<file path="src/rtl/tbdg_pkg.sv">
`timescale 1ns / 1ps
`default_nettype none

package tbdg_pkg;

  localparam int unsigned TimeW  = 32;
  localparam int unsigned DelayW = 16;

  typedef enum logic [2:0] {
    ACT_NONE   = 3'd0,
    ACT_PREV   = 3'd1,
    ACT_NEXT   = 3'd2,
    ACT_REDRAW = 3'd3,
    ACT_PLAY   = 3'd4
  } action_e;

  typedef enum logic [1:0] {
    CFG_DEBOUNCE = 2'd0,
    CFG_LONG     = 2'd1,
    CFG_COALESCE = 2'd2
  } cfg_idx_e;

  localparam logic [DelayW-1:0] DebounceRst = 16'd30;
  localparam logic [DelayW-1:0] LongRst     = 16'd1000;
  localparam logic [DelayW-1:0] CoalesceRst = 16'd300;

  // Debounce outcome for one button after the current sample
  typedef struct packed {
    logic press;
    logic lift;
    logic stable;
  } deb_evt_t;

  // Wrap-safe: difference must be non-negative as signed 32 bit and >= delay
  function automatic logic time_reached(logic [TimeW-1:0]  now,
                                        logic [TimeW-1:0]  since,
                                        logic [DelayW-1:0] delay);
    logic [TimeW-1:0] diff;
    diff = now - since;
    return !diff[TimeW-1] && (diff >= {{(TimeW-DelayW){1'b0}}, delay});
  endfunction

endpackage

`default_nettype wire

</file>
<file path="src/rtl/tbdg_debounce.sv">
`timescale 1ns / 1ps
`default_nettype none

module tbdg_debounce
  import tbdg_pkg::*;
(
  input  wire logic              clk_i,
  input  wire logic              rst_ni,
  input  wire logic              en_i,
  input  wire logic [TimeW-1:0]  now_i,
  input  wire logic              level_i,
  input  wire logic [DelayW-1:0] delay_i,
  output deb_evt_t               evt_o
);

  logic             raw_q;
  logic             stable_q;
  logic [TimeW-1:0] change_q;
  logic             changed;
  logic             settle;

  assign changed = level_i != raw_q;
  assign settle  = !changed && (raw_q != stable_q) && time_reached(now_i, change_q, delay_i);

  assign evt_o.press  = settle && raw_q;
  assign evt_o.lift   = settle && !raw_q;
  assign evt_o.stable = settle ? raw_q : stable_q;

  always_ff @(posedge clk_i or negedge rst_ni) begin
    if (!rst_ni) begin
      raw_q    <= 1'b0;
      stable_q <= 1'b0;
      change_q <= '0;
    end else if (en_i) begin
      if (changed) begin
        raw_q    <= level_i;
        change_q <= now_i;
      end else if (settle) begin
        stable_q <= raw_q;
      end
    end
  end

endmodule

`default_nettype wire

</file>
<file path="src/rtl/three_button_debounce_gesture_top.sv">
`timescale 1ns / 1ps
`default_nettype none

// Debounce and gesture decoder for three buttons (previous, next, green).
// Input channel: one transfer per timestamp sample, carrying now_time_i and
// the three raw levels. Output channel: exactly one result per input sample,
// in order: action_o (none, previous, next, forced redraw, play/pause) and
// refresh_now_o, set when the coalesced refresh deadline has been reached.
// An accepted sample is captured in the input register and its result is then
// registered in the output register. Throughput is one sample per cycle while
// the receiver is ready: the sample sits in an input register, the decode is a
// single pass of 32-bit subtracts and compares, and the result lands in an
// output register; the button state is updated as the result is registered.
// When the receiver stalls, the result is held and one further sample waits
// in the input register; in_ready_o drops only when both are occupied.
// Configuration: cfg_index_i 0 debounce delay, 1 long-press delay,
// 2 coalesce delay, 16-bit ms values; other indices are ignored. cfg_ready_o
// is always high; write only while no sample is in flight.
// Reset clears all button state and restores delays of 30, 1000 and 300 ms.
module three_button_debounce_gesture_top
  import tbdg_pkg::*;
(
  input  wire logic              clk_i,
  input  wire logic              rst_ni,
  input  wire logic              in_valid_i,
  output logic                   in_ready_o,
  input  wire logic [TimeW-1:0]  now_time_i,
  input  wire logic              previous_level_i,
  input  wire logic              next_level_i,
  input  wire logic              green_level_i,
  output logic                   out_valid_o,
  input  wire logic              out_ready_i,
  output logic [2:0]             action_o,
  output logic                   refresh_now_o,
  input  wire logic              cfg_valid_i,
  output logic                   cfg_ready_o,
  input  wire logic [1:0]        cfg_index_i,
  input  wire logic [DelayW-1:0] cfg_data_i
);

  logic [DelayW-1:0] debounce_q, long_q, coalesce_q;

  logic             in_vld_q;
  logic [TimeW-1:0] now_q;
  logic             prev_q, next_q, green_q;

  logic             out_vld_q;
  action_e          action_q, action_d;
  logic             refresh_q, refresh_d;

  logic             gpress_q, gpress_d;
  logic [TimeW-1:0] gtime_q, gtime_d;
  logic             fired_q, fired_d;
  logic             pend_q, pend_d;
  logic [TimeW-1:0] due_q, due_d;

  logic     adv;
  logic     en_prev, en_next, en_green;
  deb_evt_t ev_prev, ev_next, ev_green;
  logic     fire_long;

  assign cfg_ready_o = 1'b1;

  always_ff @(posedge clk_i or negedge rst_ni) begin
    if (!rst_ni) begin
      debounce_q <= DebounceRst;
      long_q     <= LongRst;
      coalesce_q <= CoalesceRst;
    end else if (cfg_valid_i) begin
      unique case (cfg_index_i)
        CFG_DEBOUNCE: debounce_q <= cfg_data_i;
        CFG_LONG:     long_q     <= cfg_data_i;
        CFG_COALESCE: coalesce_q <= cfg_data_i;
        default: ;
      endcase
    end
  end

  // Input register advances into the output register whenever that is free
  assign adv        = in_vld_q && (!out_vld_q || out_ready_i);
  assign in_ready_o = !in_vld_q || adv;

  always_ff @(posedge clk_i or negedge rst_ni) begin
    if (!rst_ni) begin
      in_vld_q <= 1'b0;
    end else if (in_ready_o) begin
      in_vld_q <= in_valid_i;
    end
  end

  always_ff @(posedge clk_i) begin
    if (in_ready_o && in_valid_i) begin
      now_q   <= now_time_i;
      prev_q  <= previous_level_i;
      next_q  <= next_level_i;
      green_q <= green_level_i;
    end
  end

  // A settled press of an earlier button leaves later buttons untouched
  assign en_prev  = adv;
  assign en_next  = adv && !ev_prev.press;
  assign en_green = adv && !ev_prev.press && !ev_next.press;

  tbdg_debounce u_deb_prev (
    .clk_i   (clk_i),
    .rst_ni  (rst_ni),
    .en_i    (en_prev),
    .now_i   (now_q),
    .level_i (prev_q),
    .delay_i (debounce_q),
    .evt_o   (ev_prev)
  );

  tbdg_debounce u_deb_next (
    .clk_i   (clk_i),
    .rst_ni  (rst_ni),
    .en_i    (en_next),
    .now_i   (now_q),
    .level_i (next_q),
    .delay_i (debounce_q),
    .evt_o   (ev_next)
  );

  tbdg_debounce u_deb_green (
    .clk_i   (clk_i),
    .rst_ni  (rst_ni),
    .en_i    (en_green),
    .now_i   (now_q),
    .level_i (green_q),
    .delay_i (debounce_q),
    .evt_o   (ev_green)
  );

  always_comb begin
    gpress_d  = gpress_q;
    gtime_d   = ev_green.press ? now_q : gtime_q;
    fired_d   = ev_green.press ? 1'b0 : fired_q;
    fire_long = ev_green.stable && !fired_d && time_reached(now_q, gtime_d, long_q);
    action_d  = ACT_NONE;
    if (ev_prev.press) begin
      action_d = ACT_PREV;
    end else if (ev_next.press) begin
      action_d = ACT_NEXT;
    end else if (fire_long) begin
      action_d = ACT_REDRAW;
      fired_d  = 1'b1;
    end else if (ev_green.lift && !fired_d) begin
      action_d = ACT_PLAY;
    end
    gpress_d = ev_green.stable;

    pend_q_mux: begin
      pend_d = pend_q;
      due_d  = due_q;
      if (action_d != ACT_NONE) begin
        pend_d = 1'b1;
        due_d  = now_q + {{(TimeW-DelayW){1'b0}}, coalesce_q};
      end
      // Deadline reached: difference is non-negative as a signed value
      refresh_d = pend_d && time_reached(now_q, due_d, '0);
      if (refresh_d) begin
        pend_d = 1'b0;
      end
    end
  end

  always_ff @(posedge clk_i or negedge rst_ni) begin
    if (!rst_ni) begin
      gpress_q <= 1'b0;
      gtime_q  <= '0;
      fired_q  <= 1'b0;
    end else if (en_green) begin
      gpress_q <= gpress_d;
      gtime_q  <= gtime_d;
      fired_q  <= fired_d;
    end
  end

  always_ff @(posedge clk_i or negedge rst_ni) begin
    if (!rst_ni) begin
      pend_q <= 1'b0;
      due_q  <= '0;
    end else if (adv) begin
      pend_q <= pend_d;
      due_q  <= due_d;
    end
  end

  always_ff @(posedge clk_i or negedge rst_ni) begin
    if (!rst_ni) begin
      out_vld_q <= 1'b0;
    end else if (adv) begin
      out_vld_q <= 1'b1;
    end else if (out_ready_i) begin
      out_vld_q <= 1'b0;
    end
  end

  always_ff @(posedge clk_i) begin
    if (adv) begin
      action_q  <= action_d;
      refresh_q <= refresh_d;
    end
  end

  assign out_valid_o   = out_vld_q;
  assign action_o      = action_q;
  assign refresh_now_o = refresh_q;

  a_stall_only: assert property (@(posedge clk_i) disable iff (!rst_ni)
    !in_ready_o |-> (in_vld_q && out_vld_q && !out_ready_i))
    else $error("input stalled without a blocked result");

  a_adv_result: assert property (@(posedge clk_i) disable iff (!rst_ni)
    adv |=> out_vld_q)
    else $error("advanced sample produced no result");

  a_long_once: assert property (@(posedge clk_i) disable iff (!rst_ni)
    (en_green && fire_long) |=> (fired_q && gpress_q))
    else $error("long press not recorded");

  a_refresh_clear: assert property (@(posedge clk_i) disable iff (!rst_ni)
    (adv && refresh_d) |=> (!pend_q && refresh_q))
    else $error("refresh reported but still pending");

  a_early_exit: assert property (@(posedge clk_i) disable iff (!rst_ni)
    (adv && ev_prev.press) |-> (!en_next && !en_green && action_d == ACT_PREV))
    else $error("later buttons examined after previous press");

endmodule

`default_nettype wire

</file>
<file path="config.mk">
export PLATFORM = sky130hd
export DESIGN_NAME = three_button_debounce_gesture_top
export DESIGN_NICKNAME = d
export VERILOG_FILES = /design/src/rtl/tbdg_pkg.sv /design/src/rtl/tbdg_debounce.sv /design/src/rtl/three_button_debounce_gesture_top.sv
export SDC_FILE = /design/constraint.sdc
export NUM_CORES = 1
export LEC_CHECK = 0
export ABC_AREA = 1
export BUFFER_PORTS_ARGS = -buffer_cell sky130_fd_sc_hd__buf_2
export CAP_MARGIN = 20
export CORE_ASPECT_RATIO = 0.9
export CORE_MARGIN = 2
export CORE_UTILIZATION = 57
export CTS_BUF_LIST = sky130_fd_sc_hd__clkbuf_8
export CTS_CLUSTER_SIZE = 28
export DETAILED_ROUTE_END_ITERATION = 12
export PLACE_DENSITY = 0.78
export SLEW_MARGIN = 30
export SYNTH_ARGS = -nofsm -noshare
export SYNTH_HDL_FRONTEND = slang
export SYNTH_SLANG_ARGS = --single-unit
</file>
<file path="constraint.sdc">
create_clock -name clk_i -period 22.8 [get_ports clk_i]
set_clock_uncertainty 0.2 [all_clocks]
set_input_delay 4.56 -clock clk_i [delete_from_list [all_inputs] [get_ports clk_i]]
set_output_delay 4.56 -clock clk_i [all_outputs]
set_load 0.005 [all_outputs]
</file>
**Yosys cells after proc, flatten, opt, wreduce, memory -nomap -nowiden**

Index checks and enable logic that the tools add are counted.
Widths: inputs -> output; s select.

- Bits in registers: 257
- Input bits: 58

- Add/subtract/negate cells: 6
- $lt $le $gt $ge: 5
- Equality and inequality tests: 8
- Multiplexer cells: 15
- Bitwise operators: 3
- Reductions and logical operators: 51

Operator list:

| cell | count |
|---|---|
| $sub 32x32->32 | 5 |
| $ge 32x16->1 | 4 |
| $mux 32 | 2 |
| $add 32x16->32 | 1 |
| $ge 32x1->1 const B | 1 |
| $logic_and 1x1->1 | 23 |
| $logic_not 1->1 | 14 |
| $reduce_and 2->1 | 7 |
| $mux 3 | 4 |
| $mux 1 | 9 |
| $ne 1x1->1 | 6 |
| $reduce_and 3->1 | 2 |
| $not 1->1 | 3 |
| $reduce_bool 3->1 | 1 |
| $eq 2x1->1 const B | 1 |
| $eq 2x2->1 const B | 1 |
| $logic_not 2->1 | 1 |
| $logic_or 1x1->1 | 2 |
| $reduce_bool 2->1 | 1 |

**Logic depth before layout (Yosys ltp)**

Gate-level depths: netlist of run 1.

- Word-level depth: 20
- Mapped depth: 70
- Gate-level depth less buffers: 67

**Hierarchy**

Synthesis of run 1 repeated with hierarchy kept, for this count alone.

- Cells, all modules: 3686
- Area total of the unflattened synthesis: 23851.6 um2

Modules (own cells, without submodules):

| module | instances | cells each | area an instance (um2) | sequential area each (um2) |
|---|---|---|---|---|
| three_button_debounce_gesture_top | 1 | 1442 | 10776.6 | 4091.4 |
| tbdg_debounce at u_deb_green | 1 | 746 | 4396.7 | 850.8 |
| tbdg_debounce at u_deb_next | 1 | 750 | 4340.4 | 850.8 |
| tbdg_debounce at u_deb_prev | 1 | 748 | 4337.9 | 850.8 |

**Worst setup path before layout of run 1**

Ideal clock, no wire load.

- Kind: input to output
- Start: input port out_ready_i
- End: output port in_ready_o
- Arrival: 4.709 ns
- Data required time: 18.040 ns
- Slack: 13.331 ns
- Stages: 2
- Path through: inv_1 > nand3_1

- Longest elaborated chain between the ends: 3

RTL lines:

| item | RTL line | source |
|---|---|---|
| from (decl) | three_button_debounce_gesture_top.sv:32 | `input wire logic out_ready_i,` |
| $logic_or 1x1->1 | three_button_debounce_gesture_top.sv:80 | `assign adv = in_vld_q && (!out_vld_q \|\| out_ready_i);` |
| $logic_and 1x1->1 | three_button_debounce_gesture_top.sv:80 |  |
| $logic_or 1x1->1 | three_button_debounce_gesture_top.sv:81 | `assign in_ready_o = !in_vld_q \|\| adv;` |
| to (decl) | three_button_debounce_gesture_top.sv:26 | `output logic in_ready_o,` |

Every way passes these cells.

**Worst setup path after layout of run 1**

- Start: register now_q[1]
- End: register refresh_q (netlist: refresh_now_o) (data pin)

- Longest elaborated chain between the ends: 19

RTL lines:

| item | RTL line | source |
|---|---|---|
| from (decl) | three_button_debounce_gesture_top.sv:44 | `logic [TimeW-1:0] now_q;` |
| from (signal assigned) | three_button_debounce_gesture_top.sv:93 | `now_q <= now_time_i;` |
| $sub 32x32->32 | tbdg_pkg.sv:39 | `diff = now - since;` |
| $ge 32x16->1 / $logic_not 1->1 (equally long branches) | tbdg_pkg.sv:40 | `return !diff[TimeW-1] && (diff >= {{(TimeW-DelayW){1'b0}}, delay});` |
| $logic_and 1x1->1 | tbdg_pkg.sv:40 |  |
| $logic_and 1x1->1 | tbdg_debounce.sv:23 | `assign settle = !changed && (raw_q != stable_q) && time_reached(now_i, change_q, delay_i);` |
| $logic_and 1x1->1 | tbdg_debounce.sv:25 | `assign evt_o.press = settle && raw_q;` |
| $mux 32 | three_button_debounce_gesture_top.sv:137 | `gtime_d = ev_green.press ? now_q : gtime_q;` |
| $sub 32x32->32 | tbdg_pkg.sv:39 |  |
| $ge 32x16->1 / $logic_not 1->1 (equally long branches) | tbdg_pkg.sv:40 |  |
| (+4 left out) | n/a |  |
| $mux 3 | three_button_debounce_gesture_top.sv:141 | `if (ev_prev.press) begin` |
| $reduce_bool 3->1 | three_button_debounce_gesture_top.sv:156 | `if (action_d != ACT_NONE) begin` |
| $mux 32 | three_button_debounce_gesture_top.sv:156 |  |
| $sub 32x32->32 | tbdg_pkg.sv:39 |  |
| $ge 32x1->1 / $logic_not 1->1 (equally long branches) | tbdg_pkg.sv:40 |  |
| $logic_and 1x1->1 | tbdg_pkg.sv:40 |  |
| $logic_and 1x1->1 (*) | three_button_debounce_gesture_top.sv:161 | `refresh_d = pend_d && time_reached(now_q, due_d, '0);` |
| net refresh_d | three_button_debounce_gesture_top.sv:49 | `logic refresh_q, refresh_d;` |
| to (signal assigned) | three_button_debounce_gesture_top.sv:203 | `refresh_q <= refresh_d;` |
| to (decl) | three_button_debounce_gesture_top.sv:49 |  |

The timed path passes the listed nets; every way through them passes the cells marked *.
A chain may end at the register's enable or synchronous reset.

==> key figures, run 1 <==
Clock tree
  • Clock latency on the worst-skew pair: approximately 0.58 ns
  • CTS tree: yes
  • CTS Buf Count: 42
  • H-tree levels: 2
  • Clock buffer depth: 3
  • CTS clk-pin slew, worst paths: 0.07 ns
  • Post-CTS Setup Inserts: 0
  • CTS Root Cell: clkbuf_8
  • CTS Sinks: 257
  • Post-cts sizing count: 0
  • Post-CTS Hold Buffers: 0

Placed design
  • Dpl ws: 12.72 ns
  • Port Buffer Count: between 60 and 70
  • HPWL Detailed: 46400 um
  • Post-DP Area: 21500 um^2
  • GPL Wtd Cong: 1.02

STA
  • Fin worst setup slack: about 13 ns
  • Slew Limit Headroom: 50.5%
  • Max Slew Vio Count: 0
  • Worst-margin pin slew: 0.743 ns
  • Hold WS: 0.275 ns
  • Min Tclk post-route: 10.24 ns
  • RSZ-0062 raised after global routing: false
  • Final Hold Fails: 0
  • Setup TNS: 0 ns
  • Max Clk Rate: 97.6 MHz
  • Fin crit share: 44.9%
  • Final setup fails: 0

Critical path
  • Cell family with most CP delay: simple AND/OR/NAND/NOR gates
  • Most frequent CP cell: nand2_1
  • Data required time of the worst path: 22.92 ns
  • Critical Path AT: 10.36 ns
  • Crit-path max FO: 64
  • CP endpoint kind: flop
  • Worst Path Buf+Inv: 5
  • Worst path slowest cell: edfxtp_1
  • Worst Reg2Reg Path Length in Cells: 59
  • Crit path launch type: flop
  • Critical path class: reg2reg
  • Critical path depth: between 50 and 60
  • CP peak stage delay: between 0.7 and 0.8 ns

Power
  • Leakage: 11.6 nW
  • Peak VDD IR: 72.0 uV
  • Pwr dens: 148 nW/um^2

Global route
  • Vias in the first global route: 18800
  • First-pass GRT wire length: roughly 94000 um
  • Overflow left after global routing: 0
  • Pin count of the biggest net entering global routing: 81
  • Global-route usage over all layers: 32.0%
  • Initial antenna violation count: 1

Die
  • Die height: 185 um
  • Row cnt: between 60 and 70
  • Die extent in x: 205 um
  • I/O pin total: 65
  • Initial Util: 57.6%
  • Die area: between 30000 and 40000 um^2
  • Core area: approximately 36000 um^2

Synthesis
  • Post-synthesis sequential area ratio: about a third
  • Post-synth ARST share: 84.8%
  • Synth area leader: dfrtp_1
  • Most frequent cell after synthesis: nand2_1
  • YS warnings: 0
  • Yosys top cell area share: 24.7%
  • Post-synthesis cell type count: 52
  • Synth top area cells: dfrtp_1 (25%), nand2_1 (14%), ha_1 (14%)
  • Net count of the mapped netlist: roughly 3200
  • Main flop type after synthesis: dfrtp_1
  • Mean Syn Cell Area: 7.17 um^2
  • Post-Synthesis Cells: 2884
  • Post-synthesis register bit count: roughly 260
  • Synth cell count leaders: nand2_1 (784), inv_1 (446), o21ai_0 (334)
  • Post-synth EDFFs: 39
  • Cell Area, Synth: 20700 um^2

Cells and area
  • Layout cells sized above 1: roughly 6.5%
  • N_diodes: 0
  • Final Cell Area: between 20000 and 25000 um^2
  • Syn-to-layout area delta: 7.86%
  • Nets: 3240

Route
  • Vias: 19400
  • Routed Antenna Nets: 0
  • Initial DRC count: 1716
  • Vias per inst: 5.61
  • Total wire length: around 60000 um
  • Wire length per cell: 17.2 um
  • DRC Markers: 0
  • Drt pass-1 iters: 5

Min path
  • Hold path depth: 2
  • Hold Crit Class: reg2reg

Status
  • Status: finished clean

Flow run
  • Max Cap Viol: 0
tightest hold or removal path: cells and delay by family (launching register included):
kind	cells	cell delay (ns)
AND/OR/NAND/NOR	2	0.10
flip-flops	1	0.35
worst paths after layout:
check                                 from                       to  slack [ns]
worst max-delay path              now_q[1]            refresh_now_o       12.56
worst min register to register  gtime_q[0]               gtime_q[0]        0.27
min in group asynchronous           rst_ni            coalesce_q[6]        3.73
worst max register to register    now_q[1]            refresh_now_o       12.56
max in group asynchronous           rst_ni  u_deb_prev.change_q[27]       17.51
worst min-delay path            gtime_q[0]               gtime_q[0]        0.27
stage by stage:
stage / util, % / total power [mW] / std cells
floorplan: - / 2.36 / 2884
global placement: 59.8 / 2.80 / 3378
detailed placement: 59.8 / 2.87 / 3378
CTS: 62.1 / 3.28 / 3456
global route: 62.1 / 3.65 / 3456
finish: 62.1 / 3.30 / 3456
flip-flops by register name (all words and copies together) (netlist names), 16 cells and up:
name / count
due_q: 32
gtime_q: 32
now_q: 32
u_deb_green.change_q: 32
u_deb_next.change_q: 32
u_deb_prev.change_q: 32
coalesce_q: 16
debounce_q: 16
long_q: 16
where the power goes:
| group | total (mW) | switching [mW] | internal [mW] |
|---|---|---|---|
| Combinational | 2.17 | 1.36 | 0.808 |
| Clock | 0.391 | 0.190 | 0.201 |
| Sequential | 0.733 | 0.102 | 0.631 |
area by class of cell:
cell class              count  area, um^2
well taps                 476         596
inverters                 458        1720
multi-input cells        2114       12100
clock inverters            28         130
fillers                  3221       13600
clock buffers              50         688
flip-flops and latches    257        6640
repair buffers             73         408
placed cells by master, fill, tap and decap left out, types with 3 or more instances in the layout:
cell type    n
o21ai_0    334
fa_1         5
nor2_1     144
xor2_1      83
nand3_2      9
nand3_1     79
clkinv_2     8
o21bai_1    13
dfstp_2     14
nor2_2       8
clkbuf_8    50
o221ai_1     6
nand3b_1    12
xnor2_1     40
a21o_1      10
edfxtp_1    39
nor3_1      35
inv_2       10
buf_2       62
a221oi_1     4
o21a_1       9
and2_1       8
a31oi_1      4
buf_4        8
o21ai_1      8
dfrtp_1    204
o31ai_1      4
nand4_1     32
nand3_4      3
inv_1      463
a21oi_1    196
a21boi_0     3
a21boi_1     3
nand2_1    783
nand2_2      9
nor4_1      10
ha_1       231
a211oi_1     5
o211ai_1     9
layer usage:
metal,global-route usage [%],part of all wire [%]
met1,43.8,44
met2,51.0,44
met5,0,0
met4,13.3,4.0
met3,4.07,7.7
cells by family after synthesis:
logic type | Yosys count | synth area share, %
other cells | 1 | 0.0181
fa+ha+maj | 236 | 14.5
flops | 257 | 32.1
compound gates | 617 | 16.0
buf+inv | 513 | 9.36
xor+xnor | 123 | 5.21
simple gates | 1137 | 22.8
No activity file was read; power rests on OpenSTA's default activity.
==> run 2, diff against run 1 <==
Clock period 22.8 ns to 10.7 ns, I/O delays scaled along.
==> key figures, run 2 (synthesized netlist as in run 1, its figures left out) <==
Route
  • Initial DRC count: 1526 (-11%)
  • DRC Markers: 0 (unchanged)
  • Routed Antenna Nets: 0 (unchanged)
  • Drt pass-1 iters: 6 (+1)
  • Vias per inst: 5.72 (+1.9%)
  • Vias: 19800 (+2.4%)
  • Total wire length: 63700 um (+7.0%)
  • Wire length per cell: 18.4 um (+6.5%)

Die
  • I/O pin total: 65 (unchanged)
  • Initial Util: 57.6% (unchanged)
  • Die extent in x: 205 um (unchanged)
  • Die height: 185 um (unchanged)
  • Die area: 37800 um^2 (unchanged)
  • Row cnt: 66 (unchanged)
  • Core area: 35900 um^2 (unchanged)

STA
  • Final Hold Fails: 0 (unchanged)
  • Min Tclk post-route: 9.74 ns (-0.498 ns)
  • Final setup fails: 0 (unchanged)
  • Slew Limit Headroom: 51.4% (+0.87 points)
  • Max Clk Rate: 103 MHz (+5.1%)
  • Max Slew Vio Count: 0 (unchanged)
  • Worst-margin pin slew: 0.730 ns (-0.0130 ns)
  • Fin crit share: 91.1% (+46 points)
  • Hold WS: 0.282 ns (+0.00690 ns)
  • RSZ-0062 raised after global routing: false
  • Setup TNS: 0 ns (unchanged)

Critical path
  • Worst reg2reg startpoint: now_q[5]
  • Cell family with most CP delay: simple AND/OR/NAND/NOR gates
  • Worst Path Buf+Inv: 3 (-2)
  • Worst path slowest cell: edfxtp_1
  • Critical Path AT: 9.91 ns (-0.45 ns)
  • Most frequent CP cell: nand2_1
  • Critical path class: reg2reg
  • Crit-path max FO: 32 (-50%)
  • Crit path launch type: flop
  • Data required time of the worst path: 10.86 ns (-12.06 ns)
  • CP endpoint kind: flop
  • Critical path launch point: now_q[5]
  • CP peak stage delay: 0.61 ns (-0.11 ns)

Clock tree
  • CTS Root Cell: clkbuf_8
  • Post-CTS Setup Inserts: 0 (unchanged)
  • CTS clk-pin slew, worst paths: 0.07 ns (about the same)
  • H-tree levels: 2 (unchanged)
  • Clock latency on the worst-skew pair: 0.61 ns (+0.03 ns)
  • CTS Buf Count: 45 (+7.1%)
  • Clock buffer depth: 3 (unchanged)
  • CTS tree: yes
  • CTS Sinks: 257 (unchanged)

Cells and area
  • Layout cells sized above 1: 7.05% (+0.51 points)
  • Most frequent cells in the layout: nand2_1 (783), inv_1 (458), o21ai_0 (334)
  • Nets: 3252 (+0.37%)
  • Final Cell Area: 22600 um^2 (+1.2%)
  • Layout filler cell count: 3201 (-0.62%)
  • Syn-to-layout area delta: 9.14%
  • Commonest non-fill, non-tap cell in the layout: nand2_1

Global route
  • First-pass GRT wire length: 99600 um (+5.6%)
  • Overflow left after global routing: 0 (unchanged)
  • Vias in the first global route: 18900 (+0.91%)
  • Pin count of the biggest net entering global routing: 77 (-4.9%)
  • Initial antenna violation count: 5 (+4)
  • Global-route usage over all layers: 34.1% (+2.1 points)

Power
  • Pwr dens: 324 nW/um^2 (+120%)
  • Leakage: 11.7 nW (+1.0%)
  • Total power: 7.32 mW (+120%)
  • Peak VDD IR: 181 uV (+150%)

Status
  • Status: finished clean

Min path
  • Hold Crit Class: reg2reg
  • Hold wc startpoint: gtime_q[0]

Placed design
  • Post-DP Area: 21500 um^2 (+0.26%)
  • HPWL Detailed: 49900 um (+7.3%)
  • Port Buffer Count: 63 (unchanged)
  • GPL Wtd Cong: 0.968 (-4.6%)

Flow run
  • Max Cap Viol: 0 (unchanged)
## run 2: repair_timing
action	in CTS	in global routing
setup endpoints to repair	0	2
hold buffers	0	0
resized for setup	0	1
## run 2: cell type report
type                            count  area (um^2)  share of cell area, %
Antenna cell                        1         2.50                 0.0111
Tap cell                          476          596                   2.64
Inverter                          458         1720                   7.61
Multi-Input combinational cell   2115        12100                   53.8
Clock inverter                     31          298                   1.32
Sequential cell                   257         6640                   29.4
Clock buffer                       51          702                   3.11
Timing Repair Buffer               81          468                   2.07
## run 2: through the flow
| step | worst slack (ns) | instances | utilization, % |
|---|---|---|---|
| final | 0.955 | 3470 | 62.9 |
| after global placement | 1.17 | 3386 | 59.9 |
| after CTS | 0.935 | 3468 | 62.7 |
| after detailed placement | 0.974 | 3386 | 60.0 |
| after global routing | 0.0265 | 3470 | 62.9 |
| after floorplan | 2.33 | 2884 | - |
## run 2: final timing paths
path	end	slack, ns	cells after the start
worst min-delay path	gtime_q[0]	0.28	2
worst max-delay path	refresh_now_o	0.96	56
worst min register to register	gtime_q[0]	0.28	2
min in group asynchronous	long_q[4]	1.28	1
max in group asynchronous	u_deb_next.change_q[13]	7.16	3
worst max register to register	refresh_now_o	0.96	56
## run 2: worst register-to-register path: cells and delay by family, from the launching register on
family | cells | cell delay, ns
xor gates and xnor gates | 2 | 0.31
AOI/OAI and AO/OA | 15 | 2.51
buffers and inverters | 3 | 0.40
adders and majority gates | 5 | 1.72
and+or+nand+nor | 31 | 3.75
DFF | 1 | 0.61
## run 2: where the power goes
part	switching (mW)	internal [mW]	leakage, nW
clock	0.427	0.584	0.554
combinational	3.01	1.73	8.07
sequential	0.220	1.35	3.08
## run 2: per-layer routing
metal,routed length (um),global-route usage [%],vias to the layer above
li1,-,-,9566
met1,27900,46.4,9392
met2,28700,54.3,731
met3,5220,6.63,143
met4,1930,11.7,6
met5,34,0,-
==> run 3, diff against run 2 <==
Settings changed: PLACE_DENSITY 0.78 to 0.81.
Clock period 10.7 ns to 12.4 ns, I/O delays scaled along.
==> key figures, run 3 (synthesized netlist as in run 1, its figures left out) <==
Power
  • Pwr dens: 276 nW/um^2 (-15%)
  • Leakage: 11.6 nW (-0.59%)
  • Clk pwr share: 12.5% (-1.3 points)
  • Combinational power share: 65.6% (+0.8 points)
  • Sw Ratio: 50.4% (+0.50 points)
  • Peak VDD IR: 133 uV (-26%)
  • Total power: 6.17 mW (-16%)
  • Seq pwr share: 21.9% (+0.5 points)
  • Int Power: 3.06 mW (-17%)
  • Sw power: 3.11 mW (-15%)

Critical path
  • Crit-path max FO: 64 (+100%)
  • Critical path class: reg2reg
  • CP peak stage delay: 0.66 ns (+0.05 ns)
  • Most frequent CP cell: nand2_1
  • Critical Path AT: 10.64 ns (+0.73 ns)
  • Data required time of the worst path: 12.55 ns (+1.69 ns)
  • Cell family with most CP delay: simple AND/OR/NAND/NOR gates
  • CP endpoint kind: flop
  • Crit path launch type: flop
  • Worst Path Buf+Inv: 6 (+3)
  • Worst path slowest cell: edfxtp_1

Cells and area
  • Most frequent cells in the layout: nand2_1 (783), inv_1 (469), o21ai_0 (334)
  • Nets: 3247 (-0.15%)
  • Layout cells sized above 1: 6.49% (-0.56 points)
  • Syn-to-layout area delta: 8.22%
  • Post-route insts no fill: 3465 (-0.14%)
  • Commonest non-fill, non-tap cell in the layout: nand2_1

Route
  • Drt pass-1 iters: 6 (unchanged)
  • Initial DRC count: 1653 (+8.3%)
  • Routed Antenna Nets: 0 (unchanged)
  • Total wire length: 61300 um (-3.8%)
  • Vias: 19600 (-1.4%)
  • Wire length per cell: 17.7 um (-3.7%)
  • Vias per inst: 5.64 (-1.3%)
  • DRC Markers: 0 (unchanged)

Status
  • Status: finished clean

Global route
  • First-pass GRT wire length: 97500 um (-2.0%)
  • Global-route usage over all layers: 33.0% (-1.0 points)
  • Initial antenna violation count: 0 (-5)
  • Pin count of the biggest net entering global routing: 106 (+38%)
  • Overflow left after global routing: 0 (unchanged)
  • Vias in the first global route: 19000 (+0.18%)

Clock tree
  • CTS Root Cell: clkbuf_8
  • CTS clk-pin slew, worst paths: 0.06 ns (about the same)
  • Clock buffer depth: 3 (unchanged)
  • CTS tree: yes
  • Clock latency on the worst-skew pair: 0.61 ns (about the same)
  • Post-CTS Hold Buffers: 0 (unchanged)
  • CTS Buf Count: 46 (+2.2%)
  • CTS Sinks: 257 (unchanged)
  • H-tree levels: 2 (unchanged)
  • Post-CTS Setup Inserts: 0 (unchanged)
  • Post-cts sizing count: 0 (unchanged)

STA
  • Max Clk Rate: 95.4 MHz (-7.1%)
  • RSZ-0062 raised after global routing: false
  • Max Slew Vio Count: 0 (unchanged)
  • Fin crit share: 84.6% (-6.5 points)
  • Final setup fails: 0 (unchanged)
  • Fin worst setup slack: 1.91 ns (+0.958 ns)
  • Min Tclk post-route: 10.49 ns (+0.742 ns)
  • Setup TNS: 0 ns (unchanged)
  • Worst-margin pin slew: 0.886 ns (+0.156 ns)
  • Slew Limit Headroom: 40.9% (-10 points)
  • Final Hold Fails: 0 (unchanged)

Die
  • Die area: 37800 um^2 (unchanged)
  • I/O pin total: 65 (unchanged)
  • Initial Util: 57.6% (unchanged)
  • Die height: 185 um (unchanged)
  • Row cnt: 66 (unchanged)
  • Core area: 35900 um^2 (unchanged)
  • Die extent in x: 205 um (unchanged)

Min path
  • Hold Crit Class: reg2reg

Placed design
  • Port Buffer Count: 63 (unchanged)
  • Post-placement cell count: 3381 (-0.15%)
  • HPWL Detailed: 48100 um (-3.5%)
  • GPL Wtd Cong: 1.03 (+6.1%)
  • Dpl ws: 2.06 ns (+1.08 ns)

Flow run
  • Max Cap Viol: 0 (unchanged)
## run 3: cell count changes in the layout (fill, tap and decap cells not counted)
cell	change
buf_6	-2
clkinv_1	+1
buf_4	-3
clkinv_2	-5
bufinv_16	-4
clkbuf_8	-2
inv_1	+11
nand3_4	-1
## run 3: power groups by stage
| stage | Combinational [mW] | Clock (mW) | Sequential, mW |
|---|---|---|---|
| after floorplan | 3.05 | 0 | 1.30 |
| after global routing | 4.60 | 0.820 | 1.38 |
| after global placement | 3.85 | 0 | 1.34 |
| final | 4.05 | 0.771 | 1.35 |
| after detailed placement | 3.98 | 0 | 1.35 |
| after CTS | 4.01 | 0.780 | 1.34 |
## run 3: layer usage
metal | vias to the layer above | routed length, um | GRT usage [%]
li1 | 9571 | - | -
met1 | 9124 | 26200 | 44.5
met2 | 733 | 28300 | 54.3
met3 | 125 | 5100 | 5.11
met4 | 0 | 1690 | 10.9
met5 | - | 0 | 0
## run 3: cell type report
cell class                 instances  area [um^2]
fill                            3288        13500
inverter                         458         1720
clock buffer                      49          674
multi-input combinational       2114        12100
tap                              476          596
antenna                            1         2.50
timing repair buffer              76          423
clock inverter                    34          198
sequential                       257         6640
## run 3: worst paths after layout
kind	slack (ns)	start	to	cells after the start
worst max-delay path	1.91	now_q[1]	refresh_now_o	60
worst min-delay path	0.27	gtime_q[31]	gtime_q[31]	2
worst max register to register	1.91	now_q[1]	refresh_now_o	60
worst min register to register	0.27	gtime_q[31]	gtime_q[31]	2
max in group asynchronous	9.00	rst_ni	u_deb_next.change_q[6]	2
min in group asynchronous	1.67	rst_ni	due_q[27]	1
## run 3: worst min-delay path, stage by stage (launching register included)
cell	delay [ns]
dfrtp_1	0.34
nand2_1	0.05
nand2_1	0.05
## run 3: metrics by stage
stage	hold slack [ns]	utilization [%]	cell area, um^2
2_1_floorplan	0.242	-	20700
3_3_place_gp	0.254	59.8	21500
3_5_place_dp	0.259	59.9	21500
4_1_cts	0.273	62.3	22400
5_1_grt	0.302	62.3	22400
6_report	0.272	62.3	22400
